--- src/sv/tlts_pkg.sv ---
// ----------------------------------------------------------------------------
// tlts_pkg
// Shared constants, codes and types of the two-level thread scheduler.
// ----------------------------------------------------------------------------
`default_nettype none

package tlts_pkg;

    localparam int NUM_THREADS = 16;
    localparam int SLOT_W      = $clog2(NUM_THREADS);
    localparam int CNT_W       = $clog2(NUM_THREADS + 1);

    localparam int QUANT_W       = 16;
    localparam logic [QUANT_W-1:0] QUANTUM_RESET = 16'd100;

    localparam int CMD_W      = 3;
    localparam int OUT_SLOT_W = 4;
    localparam int IN_W       = 8;
    localparam int OUT_W      = 16;

    // queue indexes
    localparam int NUM_Q   = 3;
    localparam int Q_HIGH  = 0;
    localparam int Q_LOW   = 1;
    localparam int Q_BLOCK = 2;

    typedef enum logic [CMD_W-1:0] {
        CMD_TICK   = 3'd0,
        CMD_CREATE = 3'd1,
        CMD_BLOCK  = 3'd2,
        CMD_DISK   = 3'd3,
        CMD_EXIT   = 3'd4
    } cmd_t;

    // controller -> datapath commands
    typedef struct packed {
        logic latch;   // capture the input beat
        logic commit;  // apply the command, load the result register
    } ctrl_t;

endpackage

`default_nettype wire

--- src/sv/tlts_ram.sv ---
// ----------------------------------------------------------------------------
// tlts_ram
// Generic single-write, single-read RAM with registered read data.
// ----------------------------------------------------------------------------
`default_nettype none

module tlts_ram #(
    parameter int WIDTH = 4,
    parameter int DEPTH = 16
) (
    input  wire logic                     clk,
    input  wire logic                     wr_en,
    input  wire logic [$clog2(DEPTH)-1:0] wr_addr,
    input  wire logic [WIDTH-1:0]         wr_data,
    input  wire logic [$clog2(DEPTH)-1:0] rd_addr,
    output logic      [WIDTH-1:0]         rd_data
);

    logic [WIDTH-1:0] mem [DEPTH];

    always_ff @(posedge clk)
    begin
        if (wr_en)
        begin
            mem[wr_addr] <= wr_data;
        end
        rd_data <= mem[rd_addr];
    end

endmodule

`default_nettype wire

--- src/sv/tlts_ctrl.sv ---
// ----------------------------------------------------------------------------
// tlts_ctrl
// Command sequencer: accept, queue-head read, execute, result hand-off.
// ----------------------------------------------------------------------------
`default_nettype none

module tlts_ctrl (
    input  wire logic           clk,
    input  wire logic           rst_n,
    input  wire logic           s_tvalid,
    output logic                s_tready,
    output logic                m_tvalid,
    input  wire logic           m_tready,
    output tlts_pkg::ctrl_t     ctrl
);

    import tlts_pkg::*;

    typedef enum logic [1:0] {
        ST_IDLE,
        ST_READ,
        ST_EXEC
    } state_t;

    state_t state_reg, state_next;
    logic   m_valid_reg, m_valid_next;
    logic   out_free;

    assign s_tready    = (state_reg == ST_IDLE);
    assign m_tvalid    = m_valid_reg;
    assign out_free    = !m_valid_reg || m_tready;
    assign ctrl.latch  = s_tvalid && (state_reg == ST_IDLE);
    assign ctrl.commit = (state_reg == ST_EXEC) && out_free;

    always_comb
    begin
        state_next   = state_reg;
        m_valid_next = m_valid_reg && !m_tready;
        unique case (state_reg)
            ST_IDLE:
            begin
                if (s_tvalid)
                begin
                    state_next = ST_READ;
                end
            end
            ST_READ:
            begin
                state_next = ST_EXEC;
            end
            ST_EXEC:
            begin
                if (out_free)
                begin
                    state_next   = ST_IDLE;
                    m_valid_next = 1'b1;
                end
            end
            default:
            begin
                state_next = ST_IDLE;
            end
        endcase
    end

    always_ff @(posedge clk or negedge rst_n)
    begin
        if (!rst_n)
        begin
            state_reg   <= ST_IDLE;
            m_valid_reg <= 1'b0;
        end
        else
        begin
            state_reg   <= state_next;
            m_valid_reg <= m_valid_next;
        end
    end

endmodule

`default_nettype wire

--- src/sv/tlts_dp.sv ---
// ----------------------------------------------------------------------------
// tlts_dp
// Scheduler datapath: slot table, three queues in RAM, running-thread state.
// ----------------------------------------------------------------------------
`default_nettype none

module tlts_dp (
    input  wire logic                          clk,
    input  wire logic                          rst_n,
    input  wire tlts_pkg::ctrl_t               ctrl,
    input  wire logic [tlts_pkg::IN_W-1:0]     in_data,
    input  wire logic                          cfg_we,
    input  wire logic [tlts_pkg::QUANT_W-1:0]  cfg_data,
    output logic      [tlts_pkg::OUT_W-1:0]    out_data
);

    import tlts_pkg::*;

    // captured command
    logic [CMD_W-1:0]   cmd_reg;
    logic               prio_reg;
    logic [QUANT_W-1:0] quantum_reg;

    // slot table
    logic [NUM_THREADS-1:0] free_reg, free_next;
    logic [NUM_THREADS-1:0] high_reg, high_next;

    // queue pointers
    logic [SLOT_W-1:0] head_reg  [NUM_Q];
    logic [SLOT_W-1:0] head_next [NUM_Q];
    logic [CNT_W-1:0]  count_reg [NUM_Q];
    logic [CNT_W-1:0]  count_next[NUM_Q];
    logic [SLOT_W:0]   tail_sum  [NUM_Q];
    logic [SLOT_W-1:0] tail      [NUM_Q];

    // running thread
    logic [SLOT_W-1:0]  cur_reg, cur_next;
    logic               cur_high_reg, cur_high_next;
    logic               idle_reg, idle_next;
    logic [QUANT_W-1:0] ticks_reg, ticks_next;
    logic               fin_reg, fin_next;

    // queue RAM ports
    logic              wr_en    [NUM_Q];
    logic [SLOT_W-1:0] rd_data  [NUM_Q];

    // per-command control
    logic              push     [NUM_Q];
    logic              push_ok  [NUM_Q];
    logic [SLOT_W-1:0] push_data[NUM_Q];
    logic              pop      [NUM_Q];
    logic              rotate;
    logic              dispatch;
    logic              switched;
    logic [SLOT_W-1:0] created;
    logic              failed;

    logic               running_low;
    logic               any_ready;
    logic [QUANT_W-1:0] reload;
    logic [SLOT_W-1:0]  free_idx;
    logic               free_found;
    logic [SLOT_W-1:0]  blk_slot;

    logic [OUT_SLOT_W-1:0] run_field;
    logic [OUT_W-1:0]      out_next;

    assign running_low = !idle_reg && !cur_high_reg;
    assign any_ready   = (count_reg[Q_HIGH] != '0) || (count_reg[Q_LOW] != '0);
    assign reload      = (quantum_reg == '0) ? QUANTUM_RESET / QUANTUM_RESET : quantum_reg;
    assign blk_slot    = rd_data[Q_BLOCK];

    // lowest free slot
    always_comb
    begin
        free_found = 1'b0;
        free_idx   = '0;
        for (int i = NUM_THREADS - 1; i >= 0; i--)
        begin
            if (free_reg[i])
            begin
                free_found = 1'b1;
                free_idx   = SLOT_W'(i);
            end
        end
    end

    // command decode and dispatch
    always_comb
    begin
        for (int q = 0; q < NUM_Q; q++)
        begin
            push[q]      = 1'b0;
            push_data[q] = '0;
            pop[q]       = 1'b0;
        end
        rotate        = 1'b0;
        dispatch      = 1'b0;
        switched      = 1'b0;
        created       = '0;
        failed        = 1'b0;
        free_next     = free_reg;
        high_next     = high_reg;
        cur_next      = cur_reg;
        cur_high_next = cur_high_reg;
        idle_next     = idle_reg;
        ticks_next    = ticks_reg;
        fin_next      = fin_reg;

        if (fin_reg)
        begin
            failed = (cmd_reg == CMD_CREATE);
        end
        else
        begin
            unique case (cmd_reg)
                CMD_TICK:
                begin
                    if (idle_reg)
                    begin
                        if (any_ready)
                        begin
                            dispatch = 1'b1;
                            switched = 1'b1;
                        end
                    end
                    else if (running_low)
                    begin
                        if (ticks_reg <= QUANT_W'(1))
                        begin
                            ticks_next = reload;
                            rotate     = any_ready;
                            switched   = any_ready;
                        end
                        else
                        begin
                            ticks_next = ticks_reg - QUANT_W'(1);
                        end
                    end
                end
                CMD_CREATE:
                begin
                    if (!free_found)
                    begin
                        failed = 1'b1;
                    end
                    else
                    begin
                        created             = free_idx;
                        free_next[free_idx] = 1'b0;
                        high_next[free_idx] = prio_reg;
                        if (prio_reg)
                        begin
                            push[Q_HIGH]      = 1'b1;
                            push_data[Q_HIGH] = free_idx;
                            rotate            = running_low;
                            switched          = running_low;
                        end
                        else
                        begin
                            push[Q_LOW]      = 1'b1;
                            push_data[Q_LOW] = free_idx;
                        end
                    end
                end
                CMD_BLOCK:
                begin
                    if (!idle_reg)
                    begin
                        push[Q_BLOCK]      = 1'b1;
                        push_data[Q_BLOCK] = cur_reg;
                        dispatch           = 1'b1;
                        switched           = 1'b1;
                    end
                end
                CMD_DISK:
                begin
                    if (count_reg[Q_BLOCK] != '0)
                    begin
                        pop[Q_BLOCK] = 1'b1;
                        if (high_reg[blk_slot])
                        begin
                            push[Q_HIGH]      = 1'b1;
                            push_data[Q_HIGH] = blk_slot;
                            rotate            = running_low;
                            switched          = running_low;
                        end
                        else
                        begin
                            push[Q_LOW]      = 1'b1;
                            push_data[Q_LOW] = blk_slot;
                        end
                    end
                end
                CMD_EXIT:
                begin
                    if (!idle_reg)
                    begin
                        free_next[cur_reg] = 1'b1;
                        switched           = 1'b1;
                        if (!any_ready && (count_reg[Q_BLOCK] == '0))
                        begin
                            fin_next  = 1'b1;
                            idle_next = 1'b1;
                            cur_next  = '0;
                        end
                        else
                        begin
                            dispatch = 1'b1;
                        end
                    end
                end
                default:
                begin
                end
            endcase
        end

        // preempted low thread goes to the low tail
        if (rotate)
        begin
            push[Q_LOW]      = 1'b1;
            push_data[Q_LOW] = cur_reg;
            dispatch         = 1'b1;
        end

        for (int q = 0; q < NUM_Q; q++)
        begin
            push_ok[q] = push[q] && (count_reg[q] != CNT_W'(NUM_THREADS));
        end

        // next ready thread; an empty queue hands over the beat's own push
        if (dispatch)
        begin
            ticks_next = reload;
            if ((count_reg[Q_HIGH] != '0) || push_ok[Q_HIGH])
            begin
                pop[Q_HIGH]   = 1'b1;
                cur_next      = (count_reg[Q_HIGH] == '0) ? push_data[Q_HIGH]
                                                           : rd_data[Q_HIGH];
                cur_high_next = 1'b1;
                idle_next     = 1'b0;
            end
            else if ((count_reg[Q_LOW] != '0) || push_ok[Q_LOW])
            begin
                pop[Q_LOW]    = 1'b1;
                cur_next      = (count_reg[Q_LOW] == '0) ? push_data[Q_LOW]
                                                          : rd_data[Q_LOW];
                cur_high_next = 1'b0;
                idle_next     = 1'b0;
            end
            else
            begin
                idle_next = 1'b1;
            end
        end
    end

    // queue pointers
    always_comb
    begin
        for (int q = 0; q < NUM_Q; q++)
        begin
            tail_sum[q] = {1'b0, head_reg[q]} + (SLOT_W + 1)'(count_reg[q]);
            if (tail_sum[q] >= (SLOT_W + 1)'(NUM_THREADS))
            begin
                tail[q] = SLOT_W'(tail_sum[q] - (SLOT_W + 1)'(NUM_THREADS));
            end
            else
            begin
                tail[q] = SLOT_W'(tail_sum[q]);
            end
            wr_en[q] = ctrl.commit && push_ok[q];
            if (pop[q])
            begin
                head_next[q] = (head_reg[q] == SLOT_W'(NUM_THREADS - 1)) ? '0
                                                                         : head_reg[q] + 1'b1;
            end
            else
            begin
                head_next[q] = head_reg[q];
            end
            count_next[q] = count_reg[q] + CNT_W'(push_ok[q]) - CNT_W'(pop[q]);
        end
    end

    tlts_ram #(.WIDTH(SLOT_W), .DEPTH(NUM_THREADS)) u_high_q (
        .clk     (clk),
        .wr_en   (wr_en[Q_HIGH]),
        .wr_addr (tail[Q_HIGH]),
        .wr_data (push_data[Q_HIGH]),
        .rd_addr (head_reg[Q_HIGH]),
        .rd_data (rd_data[Q_HIGH])
    );

    tlts_ram #(.WIDTH(SLOT_W), .DEPTH(NUM_THREADS)) u_low_q (
        .clk     (clk),
        .wr_en   (wr_en[Q_LOW]),
        .wr_addr (tail[Q_LOW]),
        .wr_data (push_data[Q_LOW]),
        .rd_addr (head_reg[Q_LOW]),
        .rd_data (rd_data[Q_LOW])
    );

    tlts_ram #(.WIDTH(SLOT_W), .DEPTH(NUM_THREADS)) u_block_q (
        .clk     (clk),
        .wr_en   (wr_en[Q_BLOCK]),
        .wr_addr (tail[Q_BLOCK]),
        .wr_data (push_data[Q_BLOCK]),
        .rd_addr (head_reg[Q_BLOCK]),
        .rd_data (rd_data[Q_BLOCK])
    );

    // result beat
    assign run_field = idle_next ? '0 : OUT_SLOT_W'(cur_next);
    assign out_next  = OUT_W'({fin_next, failed, OUT_SLOT_W'(created), switched,
                               idle_next, run_field});

    always_ff @(posedge clk or negedge rst_n)
    begin
        if (!rst_n)
        begin
            quantum_reg  <= QUANTUM_RESET;
            free_reg     <= {{(NUM_THREADS - 1){1'b1}}, 1'b0};
            high_reg     <= '0;
            for (int q = 0; q < NUM_Q; q++)
            begin
                head_reg[q]  <= '0;
                count_reg[q] <= '0;
            end
            cur_reg      <= '0;
            cur_high_reg <= 1'b0;
            idle_reg     <= 1'b0;
            ticks_reg    <= QUANTUM_RESET;
            fin_reg      <= 1'b0;
        end
        else
        begin
            if (cfg_we)
            begin
                quantum_reg <= cfg_data;
            end
            if (ctrl.commit)
            begin
                free_reg     <= free_next;
                high_reg     <= high_next;
                for (int q = 0; q < NUM_Q; q++)
                begin
                    head_reg[q]  <= head_next[q];
                    count_reg[q] <= count_next[q];
                end
                cur_reg      <= cur_next;
                cur_high_reg <= cur_high_next;
                idle_reg     <= idle_next;
                ticks_reg    <= ticks_next;
                fin_reg      <= fin_next;
            end
        end
    end

    always_ff @(posedge clk)
    begin
        if (ctrl.latch)
        begin
            cmd_reg  <= in_data[CMD_W-1:0];
            prio_reg <= in_data[CMD_W];
        end
        if (ctrl.commit)
        begin
            out_data <= out_next;
        end
    end

endmodule

`default_nettype wire

--- src/sv/two_level_thread_scheduler_top.sv ---
// ----------------------------------------------------------------------------
// two_level_thread_scheduler_top
// Hardware thread scheduler: high/low ready queues, blocked queue, quantum.
// ----------------------------------------------------------------------------
// Usage:
//  - Input stream (s_*): one beat per scheduler command (tick, create, block
//    running, disk done, exit running) with the create priority.
//  - Output stream (m_*): exactly one result beat per command, in order.
//  - cfg_we/cfg_data write the quantum (ticks per low-priority turn; 0 acts
//    as 1). Write only while no command is in flight.
//  - Flow: once the input beat is taken, the command passes the registered
//    head read of the queue RAMs, then execute, and m_tvalid rises. One
//    command at a time: a new beat is taken only once execute is done.
//  - The result register decouples the sides: the next command is accepted
//    while a result still waits, and execution holds until it is taken, so a
//    stalled receiver stops intake after one more command.
//  - Reset: slot 0 runs (low priority), other slots free, queues empty,
//    quantum 100. Once finished, later commands change nothing.
// ----------------------------------------------------------------------------
`default_nettype none

module two_level_thread_scheduler_top (
    input  wire logic                          clk,
    input  wire logic                          rst_n,
    // s_tdata: [2:0] cmd, [3] new_priority, [7:4] zero
    input  wire logic                          s_tvalid,
    output logic                               s_tready,
    input  wire logic [tlts_pkg::IN_W-1:0]     s_tdata,
    // m_tdata: [3:0] running_thread, [4] running_is_idle, [5] switched,
    //          [9:6] created_thread, [10] create_failed, [11] all_finished,
    //          [15:12] zero
    output logic                               m_tvalid,
    input  wire logic                          m_tready,
    output logic      [tlts_pkg::OUT_W-1:0]    m_tdata,
    // quantum register
    input  wire logic                          cfg_we,
    input  wire logic [tlts_pkg::QUANT_W-1:0]  cfg_data
);

    import tlts_pkg::*;

    ctrl_t ctrl;

    // sequencer: handshakes and step timing
    tlts_ctrl u_ctrl (
        .clk      (clk),
        .rst_n    (rst_n),
        .s_tvalid (s_tvalid),
        .s_tready (s_tready),
        .m_tvalid (m_tvalid),
        .m_tready (m_tready),
        .ctrl     (ctrl)
    );

    // slot table, queues and running-thread state
    tlts_dp u_dp (
        .clk      (clk),
        .rst_n    (rst_n),
        .ctrl     (ctrl),
        .in_data  (s_tdata),
        .cfg_we   (cfg_we),
        .cfg_data (cfg_data),
        .out_data (m_tdata)
    );

endmodule

`default_nettype wire

--- config.mk ---
export PLATFORM = sky130hd
export DESIGN_NAME = two_level_thread_scheduler_top
export DESIGN_NICKNAME = d
export VERILOG_FILES = /design/src/sv/tlts_pkg.sv /design/src/sv/tlts_ram.sv /design/src/sv/tlts_ctrl.sv /design/src/sv/tlts_dp.sv /design/src/sv/two_level_thread_scheduler_top.sv
export SDC_FILE = /design/constraint.sdc
export NUM_CORES = 1
export LEC_CHECK = 0
export ABC_AREA = 1
export BUFFER_PORTS_ARGS = -buffer_cell sky130_fd_sc_hd__buf_2
export CAP_MARGIN = 20
export CORE_ASPECT_RATIO = 0.9
export CORE_MARGIN = 8
export CORE_UTILIZATION = 51
export CTS_BUF_LIST = sky130_fd_sc_hd__clkbuf_4 sky130_fd_sc_hd__clkbuf_8
export DETAILED_ROUTE_END_ITERATION = 6
export PLACE_DENSITY = 0.82
export SLEW_MARGIN = 20
export SYNTH_ARGS = -nofsm -noshare
export SYNTH_HDL_FRONTEND = slang
export SYNTH_SLANG_ARGS = --single-unit
--- constraint.sdc ---
create_clock -name clk -period 3.2 [get_ports clk]
set_input_delay 0.64 -clock clk [delete_from_list [all_inputs] [get_ports clk]]
set_output_delay 0.64 -clock clk [all_outputs]
set_load 0.03 [all_outputs]
# Word-level counts from Yosys, hierarchy flattened
# Memory sizes are Yosys's and may differ from the RTL's. A register that Yosys moved wholly into a read port is not among the register bits.
# Index checks and enable logic that the tools add are counted.
# totals
regBits,117
ramBits,192
input_bits,29
output_inout_bits,18
elab_cells,256
memories,3
# op_classes
addsub,16
n_lt_le_gt_ge,9
eq_ne,18
mux,137
n_bitwise,6
reduce_logical,45
# mem_list
memory,depth,width,rd,rd_ports_with_merged_regs,write_ports,line,rtl
u_dp.u_block_q.mem,16,4,1,1,1,tlts_ram.sv:19,logic [WIDTH-1:0] mem [DEPTH];
u_dp.u_high_q.mem,16,4,1,1,1,tlts_ram.sv:19,
u_dp.u_low_q.mem,16,4,1,1,1,tlts_ram.sv:19,
# op_table
op,n
two-way mux 4 bit,38
two-way mux 16 bit,9
two-way mux 1 bit,70
case mux 16 bit (2 select lines),1
AND 16 bit,1
bitwise mux 16 bit,1
<= comparator 16 x 1 -> 1 bit (second input constant),1
zero test 16 bit,1
two-way mux 8 bit,2
NOT 16 bit,1
bitwise OR 16 bit,1
case mux 8 bit (2 select lines),1
subtractor 16 x 1 -> 16 bit (second input constant),1
adder 4 x 5 -> 5 bit,3
adder 5 x 1 -> 5 bit,3
greater-or-equal comparator 5 bit (second input constant),3
zero test 5 bit,3
less-than comparator 4 x 5 -> 1 bit (second input constant),3
!= test 5 bit (second input constant),3
nonzero test 5 bit,3
subtractor 5 x 1 -> 5 bit,3
logical AND 1 bit,13
adder 4 x 1 -> 4 bit (second input constant),3
equality test 4 bit (second input constant),3
other kinds (30),60

# Longest topological paths before layout
# Gate-level depths: netlist of run 1.
# depth
word_depth,26
ltp_mapped,26
depth_no_buf,26

# Hierarchy
# A second synthesis of run 1 with hierarchy kept.
# unflattened
hier_cells,1793
area_unflattened_um2,16211.8
# by_module_without_submodules
module,n_inst,cells_each,area_per_inst_um2,seq_area_each_um2
tlts_ram,3,290,2966.6,2001.9
tlts_dp,1,906,7173.1,2959.1
tlts_ctrl,1,17,138.9,75.1

# Worst setup path before layout of run 1
# No wires, ideal clock.
# synth_path
path_type,register to register
start,register u_dp.count_reg[13] (netlist name)
end,register u_dp.count_reg[14] (netlist name)
setup_ns,0.079
t_arrival_ns,3.273
t_required_ns,3.121
slack_ns,-0.152
stages_incl_launch_ff,25
cell_sequence,dfrtp_1 -> inv_1 -> ha_1 -> nand3_1 -> nor2_2 -> inv_2 -> nor2_2 -> nor2_1 -> a21oi_2 -> o21ai_1 -> nand2_1 -> nand2_8 -> nand2_2 -> inv_1 -> ha_1 -> inv_1 -> ha_1 -> inv_1 -> fa_1 -> o21ai_0 -> a21oi_1 -> nand2_1 -> nand2_1 -> nor2_1 -> xor2_1
# synth_between
elab_chain_cells,11
# synth_lines
element,line,rtl
from (decl),tlts_dp.sv:31,logic [CNT_W-1:0] count_reg [NUM_Q];
"from (signal, indexed assignment)",tlts_dp.sv:350,count_reg[q] <= count_next[q];
nonzero test 5 bit,"tlts_dp.sv:69, tlts_dp.sv:236",
logical OR 1 bit,tlts_dp.sv:69,assign any_ready = (count_reg[Q_HIGH] != '0) || (count_reg[Q_LOW] != '0);
zero test 1 bit,tlts_dp.sv:201,if (!any_ready && (count_reg[Q_BLOCK] == '0))
logical AND 1 bit,tlts_dp.sv:201,
two-way mux 1 bit,tlts_dp.sv:201,
two-way mux 1 bit,tlts_dp.sv:197,if (!idle_reg)
case mux 1 bit (3 select lines),tlts_dp.sv:116,unique case (cmd_reg)
two-way mux 1 bit,tlts_dp.sv:110,if (fin_reg)
two-way mux 1 bit,tlts_dp.sv:220,if (rotate)
two-way mux 2 bit,tlts_dp.sv:233,if (dispatch)
subtractor 5 x 1 -> 5 bit (*),tlts_dp.sv:283,count_next[q] = count_reg[q] + CNT_W'(push_ok[q]) - CNT_W'(pop[q]);
# Mark *: on every way between the ends. The rest lies on a longest branch, timed or not.
# A chain may end at the register's enable or synchronous reset.

# Worst setup path after layout of run 1
# layout_path
start,register u_dp.free_reg[9]
end,register u_dp.count_reg[9] (netlist name)
# layout_between
elab_chain_cells,20
# layout_lines
element,line,rtl
from (decl),tlts_dp.sv:25,"logic [NUM_THREADS-1:0] free_reg, free_next;"
from (signal assigned),tlts_dp.sv:324,"free_reg <= {{(NUM_THREADS - 1){1'b1}}, 1'b0};"
from (signal assigned),tlts_dp.sv:345,free_reg <= free_next;
two-way mux 1 bit (*) (10 in series),tlts_dp.sv:80,if (free_reg[i])
branches (longest 9 deep; another with adder 5 x 1 -> 5 bit),n/a,
subtractor 5 x 1 -> 5 bit (*),tlts_dp.sv:283,
# Mark *: on every way between the ends.

==> results.md, run 1 <==
- Outcome: finished with violations
- Violated checks: negative setup slack
- Die ar.: 35700 µm²
- Post-Route Skew: 0.0221 ns
- #FFs+latches synth: 321
- GPL Wtd Cong: 0.926
- Worst EP required: 3.71 ns
- Post-synth cell types: 54
- Max IR drop VDD: 0.000373 V
- Syn. warnings: 0
- Share of flip-flops with an asynchronous set or reset: 0.315
- Pins Over Slew Limit: 0
- Clk root buf: clkbuf_8
- Highest metal used: met4
- Worst setup margin: -0.0913 ns
- Clock sink count: 321
- Top Registers: u_dp.u_block_q.mem x64, u_dp.u_high_q.mem x64, u_dp.u_low_q.mem x64
- Fraction of power consumed by sequential logic: 0.498
- Post-synth top area share: 0.410
- Crit start category: register
- Starting Density: 0.514
- Drt total wl: 36.3 mm
- Die Ht: 180 µm
- Hold Buf Count CTS: 0
- Vias per inst: between 5 and 6
- CP Data Arrival Time: ~3.8 ns
- Detail Route Antenna Nets: 0
- Max-cap violations: 0
- ANT cells: 0
- Main synth FF type: edfxtp_1
- Finished Layout Cells: 2148
- Largest net degree at the start of global routing: 56
- Total gr overflow: 0
- EDFF count, synth: 208
- Crit path max-delay cell type: dfstp_2
- Pint: approximately 0.007 W
- Met2 WL: 17.1 mm
- Ranking of synthesized cells by area: edfxtp_1 (41%), dfrtp_1 (13%), nor2_1 (6.3%)
- DP Worst Slack: -0.179 ns
- CTS tree: built
- Worst Hold Class: primary input to asynchronous set/reset pin
- Combinational power share: 0.120
- FF-to-FF Start: u_dp.free_reg[9]
- Clock power share: 0.381
- Pleak: roughly 7.8 nW
- RSZ-0062 raised after global routing: true
- Power Density: ~500 nW/µm²
- Number of buffers created by CTS: 48
- Met3 wire len: 3.20 mm
- Synth Instances: ~1500
- Setup Total Neg Slack: -0.172 ns
- First-pass GRT wire length: 58.2 mm
- Initial antenna violation count: 0
- Final setup viols: 2
- Period minus WS final: between 3 and 4 ns
- Seq/Total Area, Yosys: 0.593
- Row count: 60
- CP Max Fanout: 3
- CP startpoint: u_dp.free_reg[9]
- Port Buffer Count: 38
- Synth-to-Final Area Change: 17.8%
- Share of cells above drive strength 1: 0.232
- Most common cell after layout, fill and taps aside: nor2_1
- Sw frac: 0.259
- Rel. slew slack: 0.289
- Clk_lat worst skew: 0.59 ns
- Clock transition at path regs: 0.07 ns
- Worst setup EP type: register
- Final HPWL DP: approximately 24 mm
- Net switching power figure: approximately 0.0024 W
- Mapped Avg Cell Area: 9.87 µm²
- Final Total Pwr: 0.00919 W
- # IOs: 47
- Drc violations: 0
- Crit-path max cell delay: 0.54 ns
- CP Class: register to register
- Period utilization: 1.03
- Hold Violations, Final: 0
- Vias in the first global route: around 12000
- Post-Syn Area: 15200 µm²
- Fmax: 304 MHz
- M1 WL: 15.1 mm
- Cells after DPL: 2037
- Worst path most repeated cell: nand2_4
- First DRT Iteration DRCs: 1083
- Wire length per cell: 16.9 µm
- DRT Pass-1 Iters: 7
- GRT Total Usage: 0.199
- Least-Margin Pin Slew: between 1 and 1.5 ns
- H-Tree Depth: 2
- Most frequent cells in the layout: nor2_1 (236), edfxtp_1 (208), nand2_1 (194)
- Nets: 1773
- Die X-Extent: 198 µm
- Via Count: 11900
- Core area: 29700 µm²
- Largest area contributor in the netlist: edfxtp_1
- Max Root-Sink Buffers: 3
==> final timing paths <==
check                                 endpoint  slack (ns)  cells after the start
max                          u_dp.count_reg[9]       -0.09                     25
min                         u_dp.ticks_reg[10]        0.11                      1
max reg2reg                  u_dp.count_reg[9]       -0.09                     25
min reg2reg                   u_dp.high_reg[8]        0.48                      2
max in group asynchronous  u_ctrl.state_reg[1]        2.21                      2
min in group clk               u_dp.cmd_reg[2]        0.23                      1
==> cell families (layout without fill, tap and decap cells) <==
group	Yosys count	in the layout	share of synthesized area
adder cells (fa/ha/maj)	38	38	0.0342
AO/OA/AOI/OAI	347	347	0.130
buffers and inverters	233	431	0.0623
flip-flops	321	321	0.593
other	1	4	0.000246
XOR/XNOR	31	31	0.0178
AND/OR/NAND/NOR	573	573	0.162
==> critical path, delay by kind of cell, from the launching register on <==
family | cells | cell delay, ns
AND/OR/NAND/NOR | 15 | 1.37
adder cells (fa/ha/maj) | 3 | 0.71
flip-flops | 1 | 0.54
AO/OA/AOI/OAI | 2 | 0.24
buffers and inverters | 4 | 0.21
XOR/XNOR | 1 | 0.15
==> repair_timing <==
action	CTS	global route
cloned	0	0
resized for setup	34	53
setup buffers	7	15
hold endpoints to repair	0	0
pin swaps	18	37
setup endpoints to repair	3	42
==> through the flow <==
step                      hold slack (ns)  instance area, µm²   util
after CTS                           0.126               17700  0.596
after global routing                0.162               17900  0.605
after floorplan                     0.344               15300      -
after detailed placement            0.472               16500  0.556
final                               0.106               17900  0.605
after global placement              0.469               16500  0.556
==> cell type report <==
type	count	area (µm²)
clock buffers	73	886
multi-input cells	993	5560
flip-flops and latches	321	9040
repair buffers	163	1130
well taps	403	504
inverters	179	692
clock inverters	16	129
fillers	2196	11700
==> power groups by stage <==
stage | clock network [W] | registers, W | logic (W)
after floorplan | 0 | 0.00469 | 0.000577
after global placement | 0 | 0.00465 | 0.000942
after detailed placement | 0 | 0.00465 | 0.000979
after CTS | 0.00355 | 0.00457 | 0.00103
after global routing | 0.00372 | 0.00458 | 0.00121
final | 0.00351 | 0.00458 | 0.00111
==> cells in the mapped netlist, drive strengths merged (9+ instances only) <==
| library cell | number |
|---|---|
| a21oi | 48 |
| inv | 176 |
| dfstp | 21 |
| nand4 | 9 |
| xor2 | 26 |
| o211ai | 15 |
| nor2 | 264 |
| o21ai | 209 |
| edfxtp | 208 |
| nor4 | 9 |
| o22ai | 52 |
| nand2 | 213 |
| dfxtp | 12 |
| dfrtp | 80 |
| clkbuf | 39 |
| buf | 15 |
| ha | 32 |
| nand3 | 63 |
==> metal layers <==
metal	track usage	vias to the layer above
met5	0	-
met4	0.0716	0
met3	0.0411	92
met2	0.316	555
met1	0.266	5716
li1	-	5580
(Power assumes the default switching activity.)
==> run 2: changes to the inputs <==
Settings changed: PLACE_DENSITY 0.82 to 0.7, REMOVE_ABC_BUFFERS from default to 1.
==> run 2 against run 1 <==
  * The run still ends with negative setup slack left
  * Worst setup slack gained 0.040 ns
  * Critical path depth shrank 2
  * Combinational power grew 9%
  * Sequential power is essentially flat
  * Die area is the same
  * Non-clock buffer count grew 29
  * Sequential share of layout area shrank 1.1 points
  * Critical path type unchanged
  * Largest cell class unchanged
  * Largest power group unchanged
  * Highest routed layer unchanged
==> results.md, run 2 (synthesis gave the netlist of run 1 again) <==
- Outcome: finished with violations
- Violated checks: negative setup slack
- Period minus WS final: 3.25 ns (-0.0397 ns)
- First DRT Iteration DRCs: 1025 (-5.4%)
- Die X-Extent: 198 µm (unchanged)
- Vias in the first global route: 11400 (-3.1%)
- Clock sink count: 321 (unchanged)
- Net switching power figure: 0.00247 W (+3.9%)
- Combinational power share: 0.125 (+0.005)
- Worst Hold Class: primary input to asynchronous set/reset pin
- CP Max Fanout: 4 (+1)
- Worst EP required: 3.68 ns (-0.03 ns)
- Post-route cell area: 18400 µm² (+2.3%)
- Max Root-Sink Buffers: 3 (unchanged)
- # IOs: 47 (unchanged)
- DRT Pass-1 Iters: 5 (-2)
- Port Buffer Count: 38 (unchanged)
- Post-Route Skew: 0.0244 ns (+0.00221 ns)
- Drc violations: 0 (unchanged)
- Total gr overflow: 0 (unchanged)
- Placed cell area: 16600 µm² (+0.87%)
- Starting Density: 0.514 (unchanged)
- Sw frac: 0.255 (-0.00366)
- Hold Violations, Final: 0 (unchanged)
- CP Class: register to register
- Fmax: 308 MHz (+1.2%)
- First-pass GRT wire length: 58.0 mm (-0.29%)
- Least-Margin Pin Slew: 1.02 ns (-0.0455 ns)
- GPL Wtd Cong: 0.872 (-5.9%)
- Most common cell after layout, fill and taps aside: nor2_1
- Clock power share: 0.403 (+0.022)
- Share of cells above drive strength 1: 0.246 (+0.0147)
- Period utilization: 1.02 (-0.0124)
- Drt total wl: 36.0 mm (-0.92%)
- Most frequent cells in the layout: nor2_1 (240), edfxtp_1 (208), nand2_1 (194)
- Wire length per cell: 16.5 µm (-2.6%)
- Core area: 29700 µm² (unchanged)
- H-Tree Depth: 2 (unchanged)
- GRT Total Usage: 0.200 (+0.000907)
- Final setup viols: 2 (unchanged)
- CP Data Arrival Time: 3.73 ns (-0.07 ns)
- Final Total Pwr: 0.00969 W (+5.4%)
- Pleak: 8.07 nW (+2.9%)
- Clk root buf: clkbuf_8
- Die Ht: 180 µm (unchanged)
- Final HPWL DP: 24.0 mm (-1.3%)
- Die ar.: 35700 µm² (unchanged)
- CTS tree: built
- Max IR drop VDD: 0.000347 V (-7.0%)
- Top Registers: u_dp.u_block_q.mem x64, u_dp.u_high_q.mem x64, u_dp.u_low_q.mem x64
- Pint: 0.00722 W (+5.9%)
- Number of buffers created by CTS: 52 (+8.3%)
- Nets: 1806 (+1.9%)
- ANT cells: 0 (unchanged)
- Largest net degree at the start of global routing: 43 (-23%)
- Fillers: 2363 (+7.6%)
- Worst setup EP type: register
- RSZ-0062 raised after global routing: true
- Initial antenna violation count: 0 (unchanged)
- Rel. slew slack: 0.319 (+0.0305)
- Detail Route Antenna Nets: 0 (unchanged)
- Fraction of power consumed by sequential logic: 0.473 (-0.025)
- Synth-to-Final Area Change: 20.5%
- Crit start category: register
- Row count: 60 (unchanged)
- Vias per inst: 5.32 (-4.2%)
- Max-cap violations: 0 (unchanged)
- Pins Over Slew Limit: 0 (unchanged)
- Power Density: 528 nW/µm² (+3.1%)
- Clock transition at path regs: 0.07 ns (about the same)
- Via Count: 11600 (-2.5%)
- Clk_lat worst skew: 0.60 ns (about the same)
- Worst setup margin: -0.0515 ns (+0.0397 ns)
==> run 2: critical path, stage by stage, from the launching register on <==
cell and delay, ns:
dfrtp_1 0.39, nor2_2 0.15, nand3_1 0.11, nor2_1 0.13, nand3_1 0.11, inv_2 0.08
o21ai_4 0.07, nor2_2 0.11, nand3_2 0.11, nand2_4 0.13, nand2_8 0.07, nand2_8 0.10
nand2_4 0.06, nor2_4 0.14, ha_4 0.22, inv_4 0.05, ha_4 0.13, inv_2 0.04
fa_2 0.36, o21ai_2 0.17, a21oi_2 0.07, nor2_1 0.11, nor2_2 0.06, xor2_1 0.15
==> run 2: what timing repair did <==
action | CTS | global route
setup buffers | 17 | 15
setup endpoints to repair | 5 | 5
gates resized for setup | 39 | 56
hold buffers | 0 | 0
pin swaps | 26 | 45
cloned | 0 | 0
==> run 2: area by class of cell <==
cell class                      instances  area, µm²  share of cell area
Multi-Input combinational cell        993       5560               0.303
Sequential cell                       321       9040               0.493
Tap cell                              403        504              0.0275
Clock buffer                           79        962              0.0524
Timing Repair Buffer                  192       1390              0.0757
Clock inverter                         19        209              0.0114
Inverter                              179        692              0.0377
==> run 2: layer usage <==
| layer | GRT usage | up-vias | routed length, µm | part of all wire |
|---|---|---|---|---|
| met4 | 0.0612 | 0 | 828 | 0.023 |
| met5 | 0 | - | 0 | 0 |
| met2 | 0.310 | 404 | 16300 | 0.45 |
| met1 | 0.281 | 5515 | 16300 | 0.45 |
| li1 | - | 5653 | - | - |
| met3 | 0.0377 | 67 | 2570 | 0.071 |
==> run 2: power groups by stage <==
stage / clock network (W) / logic, W / registers, W
after global placement: 0 / 0.000984 / 0.00465
after detailed placement: 0 / 0.00101 / 0.00465
after floorplan: 0 / 0.000551 / 0.00470
after CTS: 0.00399 / 0.00109 / 0.00457
final: 0.00390 / 0.00121 / 0.00458
after global routing: 0.00415 / 0.00132 / 0.00459
==> run 2: path summary, 6_finish.rpt <==
kind,from,to,slack [ns],cells past startpoint
max,u_dp.ticks_reg[8],u_dp.count_reg[9],-0.05,23
min,rst_n,u_dp.quantum_reg[12],0.04,1
max reg2reg,u_dp.ticks_reg[8],u_dp.count_reg[9],-0.05,23
min reg2reg,u_dp.high_reg[6],u_dp.high_reg[6],0.49,2
max in group asynchronous,rst_n,u_dp.head_reg[8],2.40,2
min in group clk,s_tdata[0],u_dp.cmd_reg[0],0.22,1
==> run 2: per-stage QoR <==
stage / worst slack, ns / cells / utilization / hold WS [ns] / setup TNS (ns)
after floorplan: -0.186 / 1493 / - / 0.344 / -0.358
after global placement: -0.165 / 2056 / 0.560 / 0.466 / -0.290
after detailed placement: -0.228 / 2056 / 0.560 / 0.477 / -0.554
after CTS: 0.00409 / 2171 / 0.608 / 0.0260 / 0
after global routing: -0.300 / 2186 / 0.619 / 0.0612 / -0.710
final: -0.0515 / 2186 / 0.619 / 0.0399 / -0.103
==> run 3: changes to the inputs <==
Settings changed: BUFFER_PORTS_ARGS -buffer_cell sky130_fd_sc_hd__buf_2 to -buffer_cell sky130_fd_sc_hd__clkbuf_2.
==> run 3 against run 2 <==
  * The flow still finishes with violations (negative setup slack)
  * Via count grew 0.58%
  * Worst setup slack gained 0.010 ns
  * Non-clock buffer count grew 14
  * Count of clock-buffer cells in the layout grew 5
  * Sequential power is essentially flat
  * Final cell count grew 0.41%
  * Largest power group unchanged
==> results.md, run 3 (synthesis gave the netlist of run 1 again) <==
- Outcome: finished with violations
- Violated checks: negative setup slack
- Max IR drop VDD: 0.000319 V (-8.0%)
- Crit path max-delay cell type: edfxtp_1
- Hold Violations, Final: 0 (unchanged)
- Worst Hold Class: primary input to register
- Highest metal used: met4
- ANT cells: 0 (unchanged)
- Buf+Inv Stages, Crit Path: 4 (+1)
- Largest net degree at the start of global routing: 71 (+65%)
- Wire length per cell: 16.5 µm (about the same)
- Fmax: 309 MHz (+0.31%)
- Vias in the first global route: 11600 (+1.3%)
- DRT Pass-1 Iters: 5 (unchanged)
- Period utilization: 1.01 (-0.00314)
- Clock transition at path regs: 0.06 ns (about the same)
- Starting Density: 0.514 (unchanged)
- Nets: 1818 (+0.66%)
- Final Total Pwr: 0.00943 W (-2.7%)
- Least-Margin Pin Slew: 0.951 ns (-0.0660 ns)
- Top Registers: u_dp.u_block_q.mem x64, u_dp.u_high_q.mem x64, u_dp.u_low_q.mem x64
- First DRT Iteration DRCs: 1030 (+0.49%)
- Hold slack: 0.230 ns (+0.190 ns)
- Initial antenna violation count: 0 (unchanged)
- Worst setup EP type: register
- Most frequent cells in the layout: nor2_1 (242), edfxtp_1 (208), nand2_1 (185)
- Post-Route Skew: 0.0195 ns (-0.00482 ns)
- Setup Total Neg Slack: -0.0415 ns (+0.0612 ns)
- Pins Over Slew Limit: 0 (unchanged)
- Die X-Extent: 198 µm (unchanged)
- Number of buffers created by CTS: 50 (-3.8%)
- Placed cell area: 16600 µm² (about the same)
- Worst EP required: 3.65 ns (-0.03 ns)
- CP Data Arrival Time: 3.70 ns (-0.03 ns)
- Row count: 60 (unchanged)
- GRT Total Usage: 0.202 (+0.00230)
- Pleak: 8.12 nW (+0.65%)
- Crit-path max cell delay: 0.43 ns (+0.04 ns)
- Die Ht: 180 µm (unchanged)
- Post-route cell area: 18400 µm² (+0.49%)
- Power Density: 511 nW/µm² (-3.2%)
- Final core occ: 0.622 (+0.00304)
- Most common cell after layout, fill and taps aside: nor2_1
- M1 WL: 16.4 mm (+0.39%)
- Via Count: 11700 (+0.58%)
- Final HPWL DP: 23.7 mm (-1.4%)
- Worst setup margin: -0.0415 ns (+0.0100 ns)
- RSZ-0062 raised after global routing: true
- H-Tree Depth: 2 (unchanged)
- Final setup viols: 1 (-1)
- CTS tree: built
- Crit-path cells: buf_4 -> nor2_1 -> inv_1 -> nor2_1 -> nand3_2 -> nand2_4 -> nand2_8 -> nand2_8 -> nand2_4 -> nor2_4 -> ha_4 -> inv_2 -> ha_4 -> inv_2 -> fa_2 -> o21ai_2 -> a21oi_2 -> nor2_1 -> nor2_2 -> xor2_1
- First-pass GRT wire length: 58.8 mm (+1.2%)
- Synth-to-Final Area Change: 21.1%
- Detail Route Antenna Nets: 0 (unchanged)
- # IOs: 47 (unchanged)
- Die ar.: 35700 µm² (unchanged)
- Max-cap violations: 0 (unchanged)
- GPL Wtd Cong: 0.855 (-1.9%)
- Met3 wire len: 2.54 mm (-0.94%)
- Vias per inst: 5.33 (+0.16%)
- CP Max Fanout: 4 (unchanged)
- Share of cells above drive strength 1: 0.259 (+0.0127)
- Core area: 29700 µm² (unchanged)
- Port Buffer Count: 38 (unchanged)
- Clk root buf: clkbuf_8
- Drt total wl: 36.1 mm (+0.33%)
- Clock sink count: 321 (unchanged)
- Kind of cell with the highest combined delay on the critical path: simple AND/OR/NAND/NOR gates
- Max Root-Sink Buffers: 3 (unchanged)
- CP Class: register to register
- Total gr overflow: 0 (unchanged)
- Worst path most repeated cell: nor2_1
- Drc violations: 0 (unchanged)
- Crit start category: register
- Met2 WL: 16.6 mm (+1.8%)
- Period minus WS final: 3.24 ns (-0.0100 ns)
- Rel. slew slack: 0.365 (+0.0458)
- Clk_lat worst skew: 0.59 ns (about the same)
==> run 3: cell count changes in the layout (fill, tap and decap cells not counted), moves of 3 or more <==
cell       before  now
clkbuf_2        0   37
inv_2          28   25
buf_2          37    0
a21oi_1        34   31
clkbuf_8       59   63
bufinv_16       4    1
nand2_2         7   16
nand2_1       194  185
buf_4         151  165
clkinv_1        6    3
==> run 3: layout make-up <==
class | count | area [µm²]
Multi-Input combinational cell | 993 | 5620
Inverter | 179 | 699
Fill cell | 2325 | 11200
Tap cell | 403 | 504
Sequential cell | 321 | 9040
Timing Repair Buffer | 206 | 1490
Clock inverter | 9 | 70.1
Clock buffer | 84 | 1020
==> run 3: stage by stage <==
step	cells	setup slack, ns
after floorplan	1493	-0.186
after global placement	2057	-0.191
after detailed placement	2057	-0.243
after CTS	2180	-0.0128
after global routing	2195	-0.201
final	2195	-0.0415
==> run 3: repair_timing <==
action / in CTS / in global routing
setup endpoints to repair: 5 / 61
hold buffers: 1 / 0
buffers inserted: 29 / 16
gates resized for setup: 46 / 65
pin swaps: 30 / 39
endpoints found under the hold margin: 17 / 0
==> run 3: per-layer routing <==
layer  global-route usage  vias up
met1                0.283     5586
met3               0.0375       56
met4               0.0558        0
met5                    0        -
met2                0.318      397
li1                     -     5667
==> run 3: worst reg2reg max path, cell delays in order, from the launching register on <==
cell and delay (ns):
edfxtp_1 0.43, buf_4 0.16, nor2_1 0.13, inv_1 0.07
nor2_1 0.28, nand3_2 0.16, nand2_4 0.12, nand2_8 0.08
nand2_8 0.10, nand2_4 0.06, nor2_4 0.12, ha_4 0.22
inv_2 0.06, ha_4 0.13, inv_2 0.04, fa_2 0.41
o21ai_2 0.16, a21oi_2 0.08, nor2_1 0.11, nor2_2 0.06
xor2_1 0.15
==> run 3: power breakdown <==
group	total, W	leakage, nW	switching, W	internal (W)
Combinational	0.00117	3.91	0.000736	0.000435
Sequential	0.00457	3.63	0.0000769	0.00450
Clock	0.00368	0.587	0.00159	0.00209
Total	0.00943	8.12	0.00240	0.00703
==> run 3: worst paths after layout <==
check,startpoint,slack [ns],cells past startpoint,to
max,u_dp.cmd_reg[0],-0.04,20,u_dp.count_reg[9]
min,s_tdata[0],0.23,1,u_dp.cmd_reg[0]
max reg2reg,u_dp.cmd_reg[0],-0.04,20,u_dp.count_reg[9]
min reg2reg,u_ctrl.state_reg[1],0.49,1,u_ctrl.state_reg[0]
max in group asynchronous,rst_n,1.89,3,u_dp.free_reg[3]
min in group asynchronous,rst_n,0.55,2,u_dp.ticks_reg[11]
